--- config.mk ---
export PLATFORM = sky130hd
export DESIGN_NAME = ssag_lane
export DESIGN_NICKNAME = d
export VERILOG_FILES = /design/src/sv/ssag_lane.sv
export SDC_FILE = /design/constraint.sdc
export NUM_CORES = 1
export LEC_CHECK = 0
export BUFFER_PORTS_ARGS = -buffer_cell sky130_fd_sc_hd__buf_2
export CAP_MARGIN = 20
export CORE_AREA = 2 2 199 201
export CTS_CLUSTER_DIAMETER = 200
export DETAILED_ROUTE_END_ITERATION = 8
export DIE_AREA = 0 0 201 203
export GPL_TIMING_DRIVEN = 1
export PLACE_DENSITY = 0.69
export RECOVER_POWER = 50
export SLEW_MARGIN = 20
export SYNTH_ARGS = -nofsm -noshare
export SYNTH_HDL_FRONTEND = slang
export SYNTH_SLANG_ARGS = --single-unit
--- constraint.sdc ---
create_clock -name clk_i -period 15.3 [get_ports clk_i]
set_clock_uncertainty 0.2 [all_clocks]
set_input_delay 3.06 -clock clk_i [delete_from_list [all_inputs] [get_ports clk_i]]
set_output_delay 3.06 -clock clk_i [all_outputs]
set_load 0.02 [all_outputs]
--- src/sv/ssag_lane.sv ---
// One channel lane: sample times gain, rounded and saturated over two stages.
`default_nettype none
module ssag_lane #(
  parameter int SAMPLE_WIDTH       = 24,
  parameter int GAIN_FRACTION_BITS = 16
) (
  input  wire logic                                  clk_i,
  input  wire logic                                  load1_i,
  input  wire logic                                  load2_i,
  input  wire logic signed [SAMPLE_WIDTH-1:0]        sample_i,
  input  wire logic signed [GAIN_FRACTION_BITS+1:0]  gain_i,
  output      logic signed [SAMPLE_WIDTH-1:0]        result_o
);
  localparam int SW = SAMPLE_WIDTH;
  localparam int GF = GAIN_FRACTION_BITS;
  localparam int PW = SW + GF + 2;
  localparam int MW = PW - GF + 1;

  logic signed [PW-1:0] prod_q;
  logic signed [SW-1:0] result_q, result_d;
  logic                 neg;
  logic [PW-1:0]        mag;
  logic [PW:0]          rsum;
  logic [MW-1:0]        m;

  assign neg  = prod_q[PW-1];
  assign mag  = neg ? PW'(-prod_q) : PW'(prod_q);
  assign rsum = (PW+1)'(mag) + ((PW+1)'(1) << (GF - 1));
  assign m    = MW'(rsum >> GF);

  always_comb begin
    if (!neg) begin
      if (m > (MW'(1) << (SW - 1)) - 1'b1) result_d = {1'b0, {(SW-1){1'b1}}};
      else result_d = SW'(m);
    end else begin
      if (m > (MW'(1) << (SW - 1))) result_d = {1'b1, {(SW-1){1'b0}}};
      else result_d = SW'(-$signed(m));
    end
  end

  always_ff @(posedge clk_i) begin
    if (load1_i) prod_q <= PW'(sample_i) * PW'(gain_i);
    if (load2_i) result_q <= result_d;
  end

  assign result_o = result_q;

endmodule
`default_nettype wire

# Word-level counts from Yosys, hierarchy flattened
# Cells that the tools add are included.
[op_classes] multipliers=1 n_addsub=3 magnitude_cmp=2 muxes=4
[op_table] op="$mux 24" count=3
[op_table] op="$add 42x16->43 const B" count=1
[op_table] op="$mul 24x18->42" count=1
[op_table] op="$mux 42" count=1
[op_table] op="$neg 42->42" count=1
[op_table] op="$gt 27x23->1 const B" count=1
[op_table] op="$gt 27x24->1 const B" count=1
[op_table] op="$neg 24->24" count=1
[totals] ff_bits=66 inputBits=45 wordCells=12 out_inout_bits=24

# Logic depth before layout (Yosys ltp)
[logic_depth] word_depth=6 mapped_depth=26 mapped_depth_nobuf=25

# Worst setup path before layout
# Ideal clock, no wire load.
[synth_timing] path_kind="input to register" start="input port sample_i[10]" end="register prod_q[41], data pin" t_arrival_ps=9238 path_buffers=2 t_required_ps=14840 cell_stages=23 setup_time_ps=260 slack_ps=5602 cell_sequence="clkbuf_1 clkbuf_1 nand2_1 fa_1 fa_1 fa_1 inv_1 fa_1 fa_1 inv_1 fa_1 inv_1 ha_1 and3_1 a221o_1 a32o_1 o311ai_0 a21o_1 o21a_1 a211oi_1 a211oi_1 a21oi_1 xnor2_1"
[synth_via] elab_chain_cells=1
[synth_lines] element="start: declaration" line_no="10" text="input wire logic signed [SAMPLE_WIDTH-1:0] sample_i,"
[synth_lines] element="$mul 24x18->42" line_no="42" text="if (load1_i) prod_q <= PW'(sample_i) * PW'(gain_i);"
[synth_lines] element="end signal: assignment" line_no="42"
[synth_lines] element="end: declaration" line_no="19" text="logic signed [PW-1:0] prod_q;"
# Every way passes these cells.
# A chain may end at the register's enable or synchronous reset.

# Worst setup path after layout
[layout_timing] start="input port gain_i[0]" end="register prod_q[41], data pin"
[layout_via] elab_chain_cells=1
[layout_lines] element="start: declaration" line_no="11" text="input wire logic signed [GAIN_FRACTION_BITS+1:0] gain_i,"
[layout_lines] element="$mul 24x18->42" line_no="42"
# Every way passes these cells.

==> impl_metrics.tcl <==
set metrics [dict create \
    route.detailed.drc 0 \
    ys_warn_count 0 \
    whs_path_depth 3 \
    grt_overflow 0 \
    ctsHoldBuffers 0 \
    clock-root-buffer "clkbuf_16" \
    dr_total_vias 14900 \
    drtAntennaViolNets 0 \
    io_buffers 68 \
    setup-tns-final_ps 0 \
    antenna_found_initial 0 \
    post-route-period-util_pct 69.9 \
    drt_iter0_drc 928 \
    maxSlewViolCount 43 \
    required_ps 15180 \
    synthFlopType "edfxtp_1" \
    max_freq_mhz 93.6 \
    crit_path_start_kind "input port" \
    postCtsResizedCells 0 \
    synthToLayoutAreaGrowth_pct 4.16 \
    crit_path_max_fanout 24 \
    n_antenna_cell 0 \
    wl_per_cell_um 17.7 \
    clk_pin_slew_ps 60 \
    htree_levels 3 \
    core-area_um2 38500 \
    dp_hpwl_um 39400 \
    critical_path_arrival_ps 10570 \
    relSlewSlack_pct -55.8 \
    first_pass_iters 5 \
    io_pins 69 \
    layout_commonest_cell "inv_1" \
    die_area_um2 40800 \
    rsz0062_at_grt "false" \
    synth_nets 2804 \
    postLayoutCoreUtil_pct 54.7 \
    final_cell_mix "inv_1 (511), fa_1 (425), nand2_1 (321)" \
    rr_startpoint "prod_q[14]" \
    gp_congestion 0.910 \
    initial_utilization_pct 52.5 \
    cts_buffers 9 \
    report.final.hold_viol_count 0 \
    clock-sinks 66 \
    cts_setup_buffers 0 \
    cap_violations 1 \
    tightest_slew_ps 2340 \
    crit_start "gain_i[0]" \
    cts_tree "yes" \
    min_from "prod_q[29]" \
    violations "max-capacitance violations, max-slew violations" \
    fillers 3501 \
    avgSynthCellArea_um2 9.07 \
    grt_usage_pct 25.0 \
    syn_area_um2 20200 \
    clockBufferDepth 2 \
    postSynthCellCount 2226 \
    r2r_cells 14 \
    ys_types 87 \
    synth_edf_count 66 \
    worstSkewPairLatency_ps 340 \
    ys_seq_area_share_pct 9.81 \
    fp.dieH_um 203 \
    grt_pass1_wl_um 81800 \
    ys_async_sr_fraction_pct 0 \
    hold_class "reg2reg" \
    finalNetCount 2780 \
    vias_per_cell 5.46 \
    ys_ff_latch 66 \
    cp-end-kind "flip-flop" \
    drive_gt1_share_pct 5.12 \
    setup_viol 0 \
    grt_pass1_vias 16000 \
    critPathKind "in2reg" \
    wl_um 48100 \
    final.min_clock_period_ps 10690 \
    fp.dieW_um 201 \
    grt_start_max_net_pins 76 \
    row_count 72 \
    outcome "finished with violations" \
]
==> worst paths after layout <==
check        slack [ps]      endpoint
max reg2reg        9190  result_o[12]
min                 800  result_o[13]
max                4610    prod_q[41]
min reg2reg         800  result_o[13]
==> per-layer routing <==
layer	GRT usage, %	routed length, um	vias up
met4	5.00	527	0
met1	33.7	20500	7535
met3	5.71	4150	41
met5	0	0	-
li1	-	-	6773
met2	41.7	22900	525
==> final cells by class <==
type | count | area, um2 | share of cell area, %
multi-input cells | 1544 | 15900 | 75.4
flip-flops and latches | 66 | 1980 | 9.42
inverters | 511 | 1920 | 9.12
well taps | 518 | 648 | 3.08
repair buffers | 70 | 339 | 1.61
clock buffers | 9 | 225 | 1.07
clock inverters | 6 | 58.8 | 0.280
==> synth_stat cells (15+ instances only) <==
library cell	count	area (um2)
inv_1	511	1920
fa_1	425	8510
nand2_1	321	1200
and2_1	141	882
ha_1	108	1350
clkbuf_1	92	345
edfxtp_1	66	1980
xnor2_1	66	578
nor2_1	65	244
a21oi_1	45	225
nor3_1	29	145
xor2_1	27	236
o21ai_0	22	110
a21o_1	20	150
nand2b_1	18	113
nand3_1	17	85.1
and3_1	15	93.8
==> critical path, cell delays in order <==
cell,delay (ps)
clkbuf_1,910
nand2_1,190
fa_1,540
inv_1,60
fa_1,490
fa_1,510
inv_1,50
fa_1,510
inv_1,50
fa_1,510
inv_1,70
fa_1,540
inv_1,50
ha_1,380
nand2_1,80
nor2_1,230
nand3_1,150
a211oi_1,450
o311ai_0,360
a21o_1,280
o21a_1,230
a211oi_1,360
a211oi_1,180
a21oi_1,210
xnor2_1,80
==> through the flow <==
| stage | worst slack [ps] | instances | hold slack, ps | cell area [um2] |
|---|---|---|---|---|
| after floorplan | 5600 | 2226 | 637 | 20200 |
| after global placement | 4930 | 2709 | 772 | 20800 |
| after detailed placement | 4810 | 2709 | 767 | 20800 |
| after CTS | 5150 | 2724 | 785 | 21000 |
| after global routing | 4310 | 2724 | 899 | 21000 |
| final | 4610 | 2724 | 800 | 21000 |
==> logic make-up (layout without fill, tap and decap cells) <==
logic type                 after synthesis  after routing  share of synthesized area (%)
buffers and inverters                  616            596                           11.6
AOI/OAI and AO/OA                      208            208                           7.83
muxes                                   13             13                          0.669
and+or+nand+nor                        696            696                           17.1
xor gates and xnor gates                94             94                           4.11
adders and majority gates              533            533                           48.8
DFF                                     66             66                           9.81
==> registers in the layout, indices dropped and copies added (netlist names) <==
| name | flops |
|---|---|
| result_o | 24 |
| prod_q | 42 |
Power is left out: the tool's default activity adds up to more than one toggle a clock period on the data nets, which glitch-free logic cannot reach.
