<file path="src/sv/ssag_pkg.sv">
// Package for the six-speaker panner: types, constants and the gain program.
`default_nettype none
package ssag_pkg;

  localparam int QBITS    = 30;
  localparam int QW       = 32;
  localparam int RF_AW    = 5;
  localparam int RF_DEPTH = 1 << RF_AW;
  localparam int PC_W     = 7;
  localparam int PROG_LEN = 77;
  localparam int SINE_OPS = 56;
  localparam int N_CH     = 6;
  localparam logic [QW-1:0] Q_ONE = QW'(1) << QBITS;

  // Configuration register indexes.
  localparam logic REG_ANGLE_X = 1'b0;
  localparam logic REG_ANGLE_Y = 1'b1;

  // Scratch register file of the gain engine.
  localparam logic [RF_AW-1:0] R_T   = 5'd0;
  localparam logic [RF_AW-1:0] R_T2  = 5'd1;
  localparam logic [RF_AW-1:0] R_ACC = 5'd2;
  localparam logic [RF_AW-1:0] R_S0  = 5'd3;
  localparam logic [RF_AW-1:0] R_S1  = 5'd4;
  localparam logic [RF_AW-1:0] R_S2  = 5'd5;
  localparam logic [RF_AW-1:0] R_S3  = 5'd6;
  localparam logic [RF_AW-1:0] R_S4  = 5'd7;
  localparam logic [RF_AW-1:0] R_S5  = 5'd8;
  localparam logic [RF_AW-1:0] R_S6  = 5'd9;
  localparam logic [RF_AW-1:0] R_SX2 = 5'd10;
  localparam logic [RF_AW-1:0] R_CX2 = 5'd11;
  localparam logic [RF_AW-1:0] R_SY2 = 5'd12;
  localparam logic [RF_AW-1:0] R_P2  = 5'd13;
  localparam logic [RF_AW-1:0] R_P4  = 5'd14;
  localparam logic [RF_AW-1:0] R_P8  = 5'd15;
  localparam logic [RF_AW-1:0] R_A   = 5'd16;
  localparam logic [RF_AW-1:0] R_B   = 5'd17;
  localparam logic [RF_AW-1:0] R_C   = 5'd18;

  // Phase codes for the sine loads.
  localparam logic [2:0] PH_SX = 3'd0;
  localparam logic [2:0] PH_CX = 3'd1;
  localparam logic [2:0] PH_SY = 3'd2;
  localparam logic [2:0] PH_CY = 3'd3;
  localparam logic [2:0] PH_A  = 3'd4;
  localparam logic [2:0] PH_B  = 3'd5;
  localparam logic [2:0] PH_C  = 3'd6;

  typedef enum logic [2:0] {
    OP_LOADT,
    OP_PLAIN,
    OP_SUBK,
    OP_FINAL,
    OP_GAIN
  } op_kind_e;

  typedef enum logic [1:0] {
    ENG_IDLE,
    ENG_RD,
    ENG_MUL,
    ENG_WB
  } eng_state_e;

  typedef struct packed {
    op_kind_e         kind;
    logic [RF_AW-1:0] ra;
    logic [RF_AW-1:0] rb;
    logic             b_const;
    logic [2:0]       k;
    logic [RF_AW-1:0] dst;
  } op_t;

  // Quarter-wave sine polynomial coefficients in Q30.
  function automatic logic [QW-1:0] poly(input logic [2:0] k);
    logic [QW-1:0] c;
    case (k)
      3'd0:    c = 32'd1686629713;
      3'd1:    c = 32'd693598668;
      3'd2:    c = 32'd85569306;
      3'd3:    c = 32'd5026994;
      3'd4:    c = 32'd172272;
      3'd5:    c = 32'd3864;
      default: c = '0;
    endcase
    return c;
  endfunction

  function automatic op_t mk(input op_kind_e kind, input logic [RF_AW-1:0] ra,
                             input logic [RF_AW-1:0] rb, input logic [RF_AW-1:0] dst);
    op_t o;
    o.kind    = kind;
    o.ra      = ra;
    o.rb      = rb;
    o.b_const = 1'b0;
    o.k       = 3'd0;
    o.dst     = dst;
    return o;
  endfunction

  // Each sine takes eight steps; the products and gains follow.
  function automatic op_t prog(input logic [PC_W-1:0] pc);
    op_t             o;
    logic [2:0]      s;
    logic [2:0]      u;
    logic [PC_W-1:0] idx;
    s   = pc[5:3];
    u   = pc[2:0];
    idx = pc - PC_W'(SINE_OPS);
    o   = mk(OP_PLAIN, R_T2, R_ACC, R_ACC);
    if (pc < PC_W'(SINE_OPS)) begin
      case (u)
        3'd0: o = mk(OP_LOADT, {2'b00, s}, R_T, R_T);
        3'd1: o = mk(OP_PLAIN, R_T, R_T, R_T2);
        3'd2: begin
          o         = mk(OP_SUBK, R_T2, R_T2, R_ACC);
          o.b_const = 1'b1;
          o.k       = 3'd4;
        end
        3'd7: o = mk(OP_FINAL, R_T, R_ACC, R_S0 + RF_AW'(s));
        default: begin
          o   = mk(OP_SUBK, R_T2, R_ACC, R_ACC);
          o.k = 3'd6 - u;
        end
      endcase
    end else begin
      case (idx)
        7'd0:  o = mk(OP_PLAIN, R_S0, R_S0, R_SX2);
        7'd1:  o = mk(OP_PLAIN, R_S1, R_S1, R_CX2);
        7'd2:  o = mk(OP_PLAIN, R_S2, R_S2, R_SY2);
        7'd3:  o = mk(OP_PLAIN, R_S4, R_S4, R_P2);
        7'd4:  o = mk(OP_PLAIN, R_P2, R_P2, R_P4);
        7'd5:  o = mk(OP_PLAIN, R_P4, R_P4, R_P8);
        7'd6:  o = mk(OP_PLAIN, R_P8, R_P2, R_A);
        7'd7:  o = mk(OP_PLAIN, R_S5, R_S5, R_P2);
        7'd8:  o = mk(OP_PLAIN, R_P2, R_P2, R_P4);
        7'd9:  o = mk(OP_PLAIN, R_P4, R_P4, R_P8);
        7'd10: o = mk(OP_PLAIN, R_P8, R_P2, R_B);
        7'd11: o = mk(OP_PLAIN, R_S6, R_S6, R_P2);
        7'd12: o = mk(OP_PLAIN, R_P2, R_P2, R_P4);
        7'd13: o = mk(OP_PLAIN, R_P4, R_P4, R_P8);
        7'd14: o = mk(OP_PLAIN, R_P8, R_P2, R_C);
        7'd15: o = mk(OP_GAIN, R_SX2, R_SY2, 5'd0);
        7'd16: o = mk(OP_GAIN, R_CX2, R_SY2, 5'd1);
        7'd17: o = mk(OP_GAIN, R_A, R_S3, 5'd2);
        7'd18: o = mk(OP_GAIN, R_A, R_S2, 5'd3);
        7'd19: o = mk(OP_GAIN, R_B, R_S0, 5'd4);
        7'd20: o = mk(OP_GAIN, R_C, R_S1, 5'd5);
        default: o = mk(OP_PLAIN, R_T, R_T, R_T);
      endcase
    end
    return o;
  endfunction

endpackage
`default_nettype wire

</file>
<file path="src/sv/ssag_gain_engine.sv">
// Sequenced gain engine: sines by polynomial and the gain products on one multiplier.
`default_nettype none
module ssag_gain_engine #(
  parameter int ANGLE_WIDTH        = 16,
  parameter int GAIN_FRACTION_BITS = 16
) (
  input  wire logic                   clk_i,
  input  wire logic                   rst_ni,
  input  wire logic                   cfg_we_i,
  input  wire logic                   cfg_idx_i,
  input  wire logic [ANGLE_WIDTH-1:0] cfg_data_i,
  output      logic                   busy_o,
  output      logic signed [GAIN_FRACTION_BITS+1:0] gains_o [ssag_pkg::N_CH]
);
  import ssag_pkg::*;

  localparam int AW = ANGLE_WIDTH;
  localparam int GF = GAIN_FRACTION_BITS;
  localparam int GW = GF + 2;
  localparam int GS = QBITS - GF;

  eng_state_e state_q, state_d;
  logic [PC_W-1:0] pc_q, pc_d;
  logic [AW-1:0] angle_x_q, angle_y_q;
  logic sign_q, sign_d;
  logic signed [QW-1:0] rf [RF_DEPTH];
  logic signed [QW-1:0] rd_a_q, rd_b_q;
  logic [2*QW-3:0] prod_q;
  logic neg_q;
  logic signed [GW-1:0] gains_q [N_CH];
  op_t op;

  logic [AW-1:0] qt_c, et_c, phase;
  logic [AW-2:0] r, rr;
  logic [QW-1:0] t_val;
  logic          rf_we;
  logic [RF_AW-1:0] rf_wa;
  logic signed [QW-1:0] rf_wd;
  logic          gain_we;
  logic signed [GW-1:0] gain_wd;
  logic signed [QW-1:0] op_b;
  logic [QW-2:0] ma, mb;
  logic [2*QW-1:0] rsum;
  logic [QW-1:0] m, mc;
  logic [QW-1:0] gsum;
  logic [GW-1:0] gmag;

  assign op     = prog(pc_q);
  assign busy_o = (state_q != ENG_IDLE);

  // Phase of the sine being loaded, reduced to a quarter wave.
  assign qt_c = AW'(1) << (AW - 2);
  assign et_c = AW'(1) << (AW - 3);
  always_comb begin
    case (op.ra[2:0])
      PH_SX:   phase = angle_x_q;
      PH_CX:   phase = angle_x_q + qt_c;
      PH_SY:   phase = angle_y_q;
      PH_CY:   phase = angle_y_q + qt_c;
      PH_A:    phase = angle_x_q + et_c;
      PH_B:    phase = angle_y_q + et_c + et_c + et_c + qt_c;
      PH_C:    phase = angle_y_q - (et_c + et_c + et_c);
      default: phase = angle_x_q;
    endcase
  end
  assign r     = {1'b0, phase[AW-3:0]};
  assign rr    = phase[AW-2] ? ((AW-1)'(1) << (AW - 2)) - r : r;
  assign t_val = QW'(rr) << (32 - AW);

  // Multiplier works on magnitudes; the sign is put back after rounding.
  assign op_b = op.b_const ? $signed(poly(3'd5)) : rd_b_q;
  assign ma   = rd_a_q[QW-1] ? (QW-1)'(-rd_a_q) : (QW-1)'(rd_a_q);
  assign mb   = op_b[QW-1] ? (QW-1)'(-op_b) : (QW-1)'(op_b);
  assign rsum = (2*QW)'(prod_q) + ((2*QW)'(1) << (QBITS - 1));
  assign m    = rsum[QBITS+QW-1:QBITS];
  assign mc   = (m > Q_ONE) ? Q_ONE : m;
  assign gsum = m + (QW'(1) << (GS - 1));
  assign gmag = GW'(gsum >> GS);

  always_comb begin
    state_d = state_q;
    pc_d    = pc_q;
    sign_d  = sign_q;
    rf_we   = 1'b0;
    rf_wa   = op.dst;
    rf_wd   = '0;
    gain_we = 1'b0;
    gain_wd = neg_q ? -$signed(gmag) : $signed(gmag);
    case (state_q)
      ENG_IDLE: ;
      ENG_RD: begin
        if (op.kind == OP_LOADT) begin
          rf_we  = 1'b1;
          rf_wd  = $signed(t_val);
          sign_d = phase[AW-1];
          pc_d   = pc_q + 1'b1;
        end else begin
          state_d = ENG_MUL;
        end
      end
      ENG_MUL: state_d = ENG_WB;
      ENG_WB: begin
        case (op.kind)
          OP_SUBK:  begin rf_we = 1'b1; rf_wd = $signed(poly(op.k) - m); end
          OP_FINAL: begin rf_we = 1'b1; rf_wd = sign_q ? -$signed(mc) : $signed(mc); end
          OP_GAIN:  gain_we = 1'b1;
          default:  begin rf_we = 1'b1; rf_wd = neg_q ? -$signed(m) : $signed(m); end
        endcase
        if (pc_q == PC_W'(PROG_LEN - 1)) begin
          state_d = ENG_IDLE;
        end else begin
          state_d = ENG_RD;
          pc_d    = pc_q + 1'b1;
        end
      end
      default: state_d = ENG_IDLE;
    endcase
    // An angle write restarts the program.
    if (cfg_we_i) begin
      state_d = ENG_RD;
      pc_d    = '0;
    end
  end

  always_ff @(posedge clk_i or negedge rst_ni) begin
    if (!rst_ni) begin
      state_q   <= ENG_RD;
      pc_q      <= '0;
      sign_q    <= 1'b0;
      angle_x_q <= '0;
      angle_y_q <= '0;
    end else begin
      state_q <= state_d;
      pc_q    <= pc_d;
      sign_q  <= sign_d;
      if (cfg_we_i && cfg_idx_i == REG_ANGLE_X) angle_x_q <= cfg_data_i;
      if (cfg_we_i && cfg_idx_i == REG_ANGLE_Y) angle_y_q <= cfg_data_i;
    end
  end

  always_ff @(posedge clk_i) begin
    if (rf_we) rf[rf_wa] <= rf_wd;
    if (state_q == ENG_RD) begin
      rd_a_q <= rf[op.ra];
      rd_b_q <= rf[op.rb];
    end
    if (state_q == ENG_MUL) begin
      prod_q <= ma * mb;
      neg_q  <= rd_a_q[QW-1] ^ op_b[QW-1];
    end
    if (gain_we) gains_q[op.dst[2:0]] <= gain_wd;
  end

  assign gains_o = gains_q;

endmodule
`default_nettype wire

</file>
<file path="config.mk">
export PLATFORM = sky130hd
export DESIGN_NAME = ssag_gain_engine
export DESIGN_NICKNAME = d
export VERILOG_FILES = /design/src/sv/ssag_pkg.sv /design/src/sv/ssag_gain_engine.sv
export SDC_FILE = /design/constraint.sdc
export NUM_CORES = 2
export LEC_CHECK = 0
export BUFFER_PORTS_ARGS = -buffer_cell sky130_fd_sc_hd__buf_2
export CAP_MARGIN = 20
export CORE_MARGIN = 2
export CORE_UTILIZATION = 34
export DETAILED_ROUTE_END_ITERATION = 6
export PLACE_DENSITY = 0.58
export SYNTH_ARGS = -nofsm -noshare
export SYNTH_HDL_FRONTEND = slang
export SYNTH_SLANG_ARGS = --single-unit
</file>
<file path="constraint.sdc">
create_clock -name clk_i -period 19.3 [get_ports clk_i]
set_clock_uncertainty 0.15 [all_clocks]
set_input_delay 2.895 -clock clk_i [delete_from_list [all_inputs] [get_ports clk_i]]
set_output_delay 2.895 -clock clk_i [all_outputs]
set_load 0.05 [all_outputs]
</file>
# Word level (Yosys, flattened, before mapping)

Memory sizes are Yosys's and may differ from the RTL's. A register that Yosys moved wholly into a read port is not among the register bits.
Cells that the tools add are included.

Flip-flop bits (word level): 213
Bits in writable memories: 1,024
ROM bits: 512
Input bits: 20
Output and inout bits: 109
Logic and storage cells: 117
Memories kept: 2

Memories:

| memory          | depth | width | rd ports | clocked after memory_dff | write ports | RTL line               | RTL |
|---|---|---|---|---|---|---|---|
| rf              | 32    | 32    | 2        | 2                        | 1           | ssag_gain_engine.sv:26 | `logic signed [QW-1:0] rf [RF_DEPTH];` |
| (no name shown) | 32    | 16    | 1        | 0                        | 0           | ssag_pkg.sv:126        | `case (idx)` |

Add/subtract/negate cells: 21
Multipliers: 1
$lt $le $gt $ge: 4
Equal/unequal tests: 24
Multiplexer cells: 36
Bitwise logic cells: 3
Reduce and logical (&&, ||, !) cells: 13

Operators with widths:

| kind                     | number |
|---|---|
| $mux W32                 | 6 |
| $pmux W31 S6             | 1 |
| $bwmux W108              | 1 |
| $pmux W16 S6             | 1 |
| $pmux W32 S3             | 1 |
| $mux W31                 | 3 |
| $pmux W21 S4             | 1 |
| $add A16 B14 Y16 const B | 4 |
| $neg A32 Y32             | 2 |
| $pmux W32 S2             | 1 |
| $add A62 B30 Y62 const B | 1 |
| $mul A31 B31 Y62         | 1 |
| $neg A31 Y31             | 2 |
| $demux W18 S3            | 1 |
| $add A16 B15 Y16 const B | 3 |
| $mux W22                 | 2 |
| $mux W18                 | 2 |
| $add A32 B14 Y32 const B | 1 |
| $gt A32 B31 Y1 const B   | 1 |
| $sub A32 B32 Y32         | 1 |
| $eq A3 B2 Y1 const B     | 7 |
| $eq A3 B3 Y1 const B     | 7 |
| $mux W7                  | 3 |
| $neg A18 Y18             | 1 |
| 31 further kinds         | 48 |

# Depth between registers and ports, before layout

Depth in word-level cells: 11
Gate-level depth with buffers: 45
Depth with buffers taken out: 42

# Worst setup path before layout

Ideal clock, no wire load.

Kind: reg-to-reg
Start point: register pc_q[0]
End point: register prod_q[59] (data pin)
Library setup time: 258 ps
Data arrival time: 10,518 ps
Required time: 18,892 ps
Path slack: 8,374 ps
Cell stages (with the launch flop): 42
Buffers on the path: 3
Period minus slack after synthesis: 10,926 ps
Cell sequence: dfrtp_1 -> inv_1 -> ha_1 -> nand2b_1 -> nor2_4 -> nor2b_1 -> buf_6 -> inv_2 -> clkbuf_1 -> ha_1 -> nand2_1 -> or3_1 -> or4_1 -> or3_1 -> o31ai_1 -> xor2_1 -> nor2_1 -> clkbuf_1 -> [6 not listed] -> fa_1 -> inv_1 -> fa_1 -> fa_1 -> fa_1 -> fa_1 -> ha_1 -> a32oi_1 -> o31ai_1 -> a21oi_1 -> nand2_1 -> or2_1 -> a311o_1 -> a221oi_4 -> o21ai_2 -> a221o_1 -> a41oi_2 -> xnor2_1

Word-level cells in the longest chain between the ends: 7
Elaborated cells between the ends (all ways): 11
Classes of those cells: add/sub (1); mul (1); order compare (1); eq/ne (3); mux (4); reduce/logical (1)

Ends and longest elaborated chain:

| what                                                 | RTL line                | RTL |
|---|---|---|
| start: declaration                                   | ssag_gain_engine.sv:23  | `logic [PC_W-1:0] pc_q, pc_d;` |
| start signal: assignment                             | ssag_gain_engine.sv:134 | `pc_q <= pc_d;` |
| branches (longest 2 deep; another with $lt A7 B6 Y1) | --                      |  |
| $mux W22 (*)                                         | ssag_pkg.sv:110         | `if (pc < PC_W'(SINE_OPS)) begin` |
| $mux W32 (*)                                         | ssag_gain_engine.sv:71  | `assign op_b = op.b_const ? $signed(poly(3'd5)) : rd_b_q;` |
| $neg A31 Y31                                         | ssag_gain_engine.sv:73  | `assign mb = op_b[QW-1] ? (QW-1)'(-op_b) : (QW-1)'(op_b);` |
| $mux W31 (*)                                         | ssag_gain_engine.sv:73  |  |
| $mul A31 B31 Y62 (*)                                 | ssag_gain_engine.sv:148 | `prod_q <= ma * mb;` |
| end signal: assignment                               | ssag_gain_engine.sv:148 |  |
| end: declaration                                     | ssag_gain_engine.sv:28  | `logic [2*QW-3:0] prod_q;` |

Mark *: on every way between the ends.
A chain may end at the register's enable or synchronous reset.

# Worst setup path in the final report

Start point: register pc_q[3]
End point: register prod_q[54] (data pin)

Word-level cells in the longest chain between the ends: 6

Ends and longest elaborated chain:

| what                 | RTL line |
|---|---|
| $lt A7 B6 Y1 (*)     | ssag_pkg.sv:110 |
| $mux W22 (*)         | ssag_pkg.sv:110 |
| $mux W32 (*)         | ssag_gain_engine.sv:71 |
| $neg A31 Y31         | ssag_gain_engine.sv:73 |
| $mux W31 (*)         | ssag_gain_engine.sv:73 |
| $mul A31 B31 Y62 (*) | ssag_gain_engine.sv:148 |

Mark *: on every way between the ends. The rest lies on a longest branch, timed or not.

==> results.txt <==
The final sum of negative setup slack came out at 0 ps. Synthesis instantiated 117 different standard cells from the library. The hold violation total from the final report came out at 0. After synthesis the cells add up to 91200 µm². The slowest cell on the critical path is sky130_fd_sc_hd__a31oi_1.

The worst setup path is launched from a flip-flop. The worst reg-to-reg setup slack is 6190 ps. The H-tree generated during clock tree synthesis spans 4 levels. Among the stages of the critical path, the cell type that occurs most often is sky130_fd_sc_hd__fa_1.

The buffer cell driving the clock tree root is sky130_fd_sc_hd__clkbuf_16. The clock net in this run drives a total of 1272 sinks. The number of nets in the finished design came out at 10200. Of all flip-flops after synthesis, the portion carrying an async set or reset was 3.30%. The number of buffers inserted by post-CTS setup repair came out at 0.

The number of global-route vias before repair came to 69100. Timing would allow up to 76.3 MHz. The shortest period the worst path allows came out at 13110 ps.

By startpoint and endpoint, the worst setup path is classified as flip-flop to flip-flop. After detailed routing, the number of vias per cell comes to 5.44. The part of the Yosys area used for sequential elements is 41.6%. The total of flip-flops plus latches after synthesis came out at 1272.

The worst pin sits at a relative slew slack of 18.7%. The yosys synthesis warning count is 0. After clock tree synthesis, the flow added hold-fix buffers numbering 0. The end point of the critical path is prod_q[54]. The starting density of the core came out at 34.1%. From synthesis to final layout, the design area changed by 11.6%. The nature of the critical path endpoint is a flip-flop. The checks that failed: design-rule violations. The number of pins exceeding their max-slew limit in the final report is 0. The first routing iteration left 7834 violations. The number of gates resized after CTS is 0. The routed design has 301000 µm of wire. The area of the placeable core came out at 267000 µm². Of all nets on the critical path, the largest fanout is 35. Setup repair after global routing left no endpoint under its margin.

The detailed placer's ending HPWL is 196000 µm. The path class of the tightest hold or removal check is flip-flop to flip-flop. The critical path data arrival time is 13480 ps.

The die outline width came out at 522 µm. The die height is 522 µm. The startpoint identified for the worst register-to-register timing path is pc_q[3].

At the worst endpoint, the required time is 19670 ps. The per-cell routed wire length is 23.6 µm. Counting both buffers and inverters, the worst setup path holds a total of 7.

For this run, the detailed router's first-pass iteration total came to 7. The detail route stage leaves a number of antenna-violating nets equal to 0. The total grt overflow came out at 0. For the pin with the worst max-slew slack, the measured transition is 1220 ps. In this design, the largest share of critical-path delay is due to adder cells. The number of cells traversed by the worst register-to-register path came out at 39. The ratio of cells with drive above 1 in the final layout is 8.27%. The first global-routing pass estimated 445000 µm of wire. Max-cap violations in this run came to 0. In this run the count of I/O pins placed on the die edge is 129. The total track usage came out at 21.7%.

The maximum number of buffers from clock root to sink came out at 3. The number of core rows came out at 190. The die covers 272000 µm². In the finished design, the share of the clock period the worst path needs comes to 67.9%. The final routed DRC violation total came out at 2. Port buffering added 128 buffers. The total number of vias is 69300. The most common flop cell mapped by yosys is sky130_fd_sc_hd__edfxtp_1. The mean post-synth cell area is 10.2 µm². The final setup violation count is 0. The launching element of the worst setup path is pc_q[3]. The global placer's final weighted congestion is 0.942.

Counting buffers and inverters, the worst setup path is 39 cells deep. The maximum number of pins on one net before global-route repair came out at 157. In the synthesized netlist, the number of instances is 8901. The number of CTS-inserted buffers is 138.

In this run, synthesis inferred 1230 flip-flops with an integrated enable. The worst-skew pair later-pin latency came out at 790 ps. The initial antenna violation count came out at 14. The CTS tree is built. In this run the critical register-to-register path is captured at prod_q[54].

The run finished, with violations left. The clock input transition at the sequential cells of the worst setup and hold paths came out at 60 ps. The largest single stage delay on the critical path is 850 ps.
## cells in the final DEF (no fill, tap or decap), types with 20 or more instances in the layout
cell type | Yosys | layout
sky130_fd_sc_hd__nor2_1 | 579 | 536
sky130_fd_sc_hd__o22ai_1 | 27 | 20
sky130_fd_sc_hd__a21oi_1 | 211 | 207
sky130_fd_sc_hd__o31ai_1 | 30 | 30
sky130_fd_sc_hd__mux2_2 | 40 | 40
sky130_fd_sc_hd__clkbuf_1 | 478 | 29
sky130_fd_sc_hd__nor3_1 | 56 | 56
sky130_fd_sc_hd__dfrtp_1 | 41 | 41
sky130_fd_sc_hd__nor2_4 | 3 | 30
sky130_fd_sc_hd__a311oi_1 | 259 | 259
sky130_fd_sc_hd__inv_1 | 898 | 898
sky130_fd_sc_hd__a21o_1 | 62 | 62
sky130_fd_sc_hd__nand2b_1 | 27 | 27
sky130_fd_sc_hd__nand3_1 | 308 | 308
sky130_fd_sc_hd__o21ai_0 | 106 | 100
sky130_fd_sc_hd__nand2_1 | 1990 | 1988
sky130_fd_sc_hd__a31oi_1 | 145 | 145
sky130_fd_sc_hd__conb_1 | 1 | 256
sky130_fd_sc_hd__edfxtp_1 | 1230 | 1230
sky130_fd_sc_hd__xor2_1 | 110 | 109
sky130_fd_sc_hd__mux2i_1 | 21 | 20
sky130_fd_sc_hd__nor2b_1 | 21 | 20
sky130_fd_sc_hd__clkinv_1 | 2 | 27
sky130_fd_sc_hd__xnor2_1 | 157 | 145
sky130_fd_sc_hd__and2_1 | 159 | 158
sky130_fd_sc_hd__buf_4 | 12 | 201
sky130_fd_sc_hd__and3_1 | 150 | 150
sky130_fd_sc_hd__buf_2 | 38 | 128
sky130_fd_sc_hd__a211oi_1 | 214 | 214
sky130_fd_sc_hd__or3_1 | 21 | 21
sky130_fd_sc_hd__clkinv_2 | 0 | 23
sky130_fd_sc_hd__fa_1 | 837 | 837
sky130_fd_sc_hd__clkbuf_16 | 0 | 140
sky130_fd_sc_hd__ha_1 | 308 | 306
sky130_fd_sc_hd__nand4_1 | 26 | 26
## synthesized netlist by cell type, types with 8 or more instances
cell / n / area share, %
sky130_fd_sc_hd__buf_4: 12 / 0.099
sky130_fd_sc_hd__nor3_1: 56 / 0.31
sky130_fd_sc_hd__a31oi_1: 145 / 0.99
sky130_fd_sc_hd__or3_1: 21 / 0.14
sky130_fd_sc_hd__mux2_2: 40 / 0.49
sky130_fd_sc_hd__inv_1: 898 / 3.7
sky130_fd_sc_hd__xor2_2: 8 / 0.14
sky130_fd_sc_hd__nand2_1: 1990 / 8.2
sky130_fd_sc_hd__o22ai_1: 27 / 0.19
sky130_fd_sc_hd__fa_1: 837 / 18
sky130_fd_sc_hd__edfxtp_1: 1230 / 40
sky130_fd_sc_hd__o21ai_0: 106 / 0.58
sky130_fd_sc_hd__nor2b_1: 21 / 0.14
sky130_fd_sc_hd__buf_2: 38 / 0.21
sky130_fd_sc_hd__o21ai_1: 9 / 0.049
sky130_fd_sc_hd__and2_1: 159 / 1.1
sky130_fd_sc_hd__or2_1: 12 / 0.082
sky130_fd_sc_hd__or2_2: 20 / 0.14
sky130_fd_sc_hd__o21a_1: 17 / 0.14
sky130_fd_sc_hd__nand4_1: 26 / 0.18
sky130_fd_sc_hd__o21bai_1: 14 / 0.12
sky130_fd_sc_hd__a21o_1: 62 / 0.51
sky130_fd_sc_hd__nor4_1: 15 / 0.10
sky130_fd_sc_hd__dfrtp_1: 41 / 1.1
sky130_fd_sc_hd__clkbuf_1: 478 / 2.0
sky130_fd_sc_hd__a211oi_1: 214 / 1.8
sky130_fd_sc_hd__o41ai_1: 8 / 0.077
sky130_fd_sc_hd__nand2b_1: 27 / 0.19
sky130_fd_sc_hd__a21oi_1: 211 / 1.2
sky130_fd_sc_hd__ha_1: 308 / 4.2
sky130_fd_sc_hd__a311oi_1: 259 / 2.5
sky130_fd_sc_hd__nand3_1: 308 / 1.7
sky130_fd_sc_hd__mux2i_1: 21 / 0.23
sky130_fd_sc_hd__o31ai_1: 30 / 0.25
sky130_fd_sc_hd__xor2_1: 110 / 1.1
sky130_fd_sc_hd__a22oi_1: 9 / 0.074
sky130_fd_sc_hd__buf_1: 23 / 0.095
sky130_fd_sc_hd__or4_1: 14 / 0.12
sky130_fd_sc_hd__and3_1: 150 / 1.0
sky130_fd_sc_hd__nor2_1: 579 / 2.4
sky130_fd_sc_hd__xnor2_1: 157 / 1.5
## per-stage QoR
stage               cell area, µm²  hold WS [ps]  worst slack [ps]  utilization (%)  cells
floorplan                    92200           344              8370                -   9156
global placement             97200           365              6320             36.4  12500
detailed placement           97300           373              6280             36.4  12500
CTS                         102000           387              6280             38.0  12700
global route                102000           398              5680             38.0  12700
finish                      102000           382              6190             38.1  12700
## cell families after synthesis
group | count (synthesis) | share of synthesized area (%)
AO/OA/AOI/OAI | 1222 | 9.62
AND/OR/NAND/NOR | 3459 | 16.5
XOR/XNOR | 276 | 2.72
buffers and inverters | 1465 | 6.19
other | 1 | 0.00411
flip-flops | 1272 | 41.6
multiplexers | 61 | 0.724
adder cells (fa/ha/maj) | 1145 | 22.6
## state kept, by name (all words and copies together) (netlist names), 2 cells and up
register   flops
angle_x_q     16
angle_y_q     16
gains_o      108
pc_q           7
prod_q        33
rd_a_q        32
rd_b_q        32
rf          1024
state_q        2
## how the worst min path moves through the flow
stage / from / to / slack, ps / cells after the start
floorplan: angle_y_q[8] / angle_y_q[8] / 340 / 1
global placement: angle_x_q[1] / angle_x_q[1] / 370 / 1
detailed placement: angle_y_q[8] / angle_y_q[8] / 370 / 1
CTS: angle_y_q[8] / angle_y_q[8] / 390 / 1
global route: angle_y_q[8] / angle_y_q[8] / 400 / 1
finish: angle_x_q[1] / angle_x_q[1] / 380 / 1
## per-layer routing
metal	GRT usage, %	share of wire [%]	up-vias
met5	0	0.0033	-
met4	7.12	3.3	2
met3	3.86	8.7	549
met2	34.4	46	3185
met1	30.0	42	35300
li1	-	-	30300
## final cells by class
cell class	instances	area [µm²]
timing repair buffer	345	2450
inverter	905	3400
clock buffer	170	3630
multi-input combinational	6419	49100
fill	26200	166000
sequential	1272	38000
tap	3552	4440
antenna	7	17.5
clock inverter	76	729
Power is not shown: default switching activity piles up to over one toggle a cycle in this logic, so the estimate is an artifact.
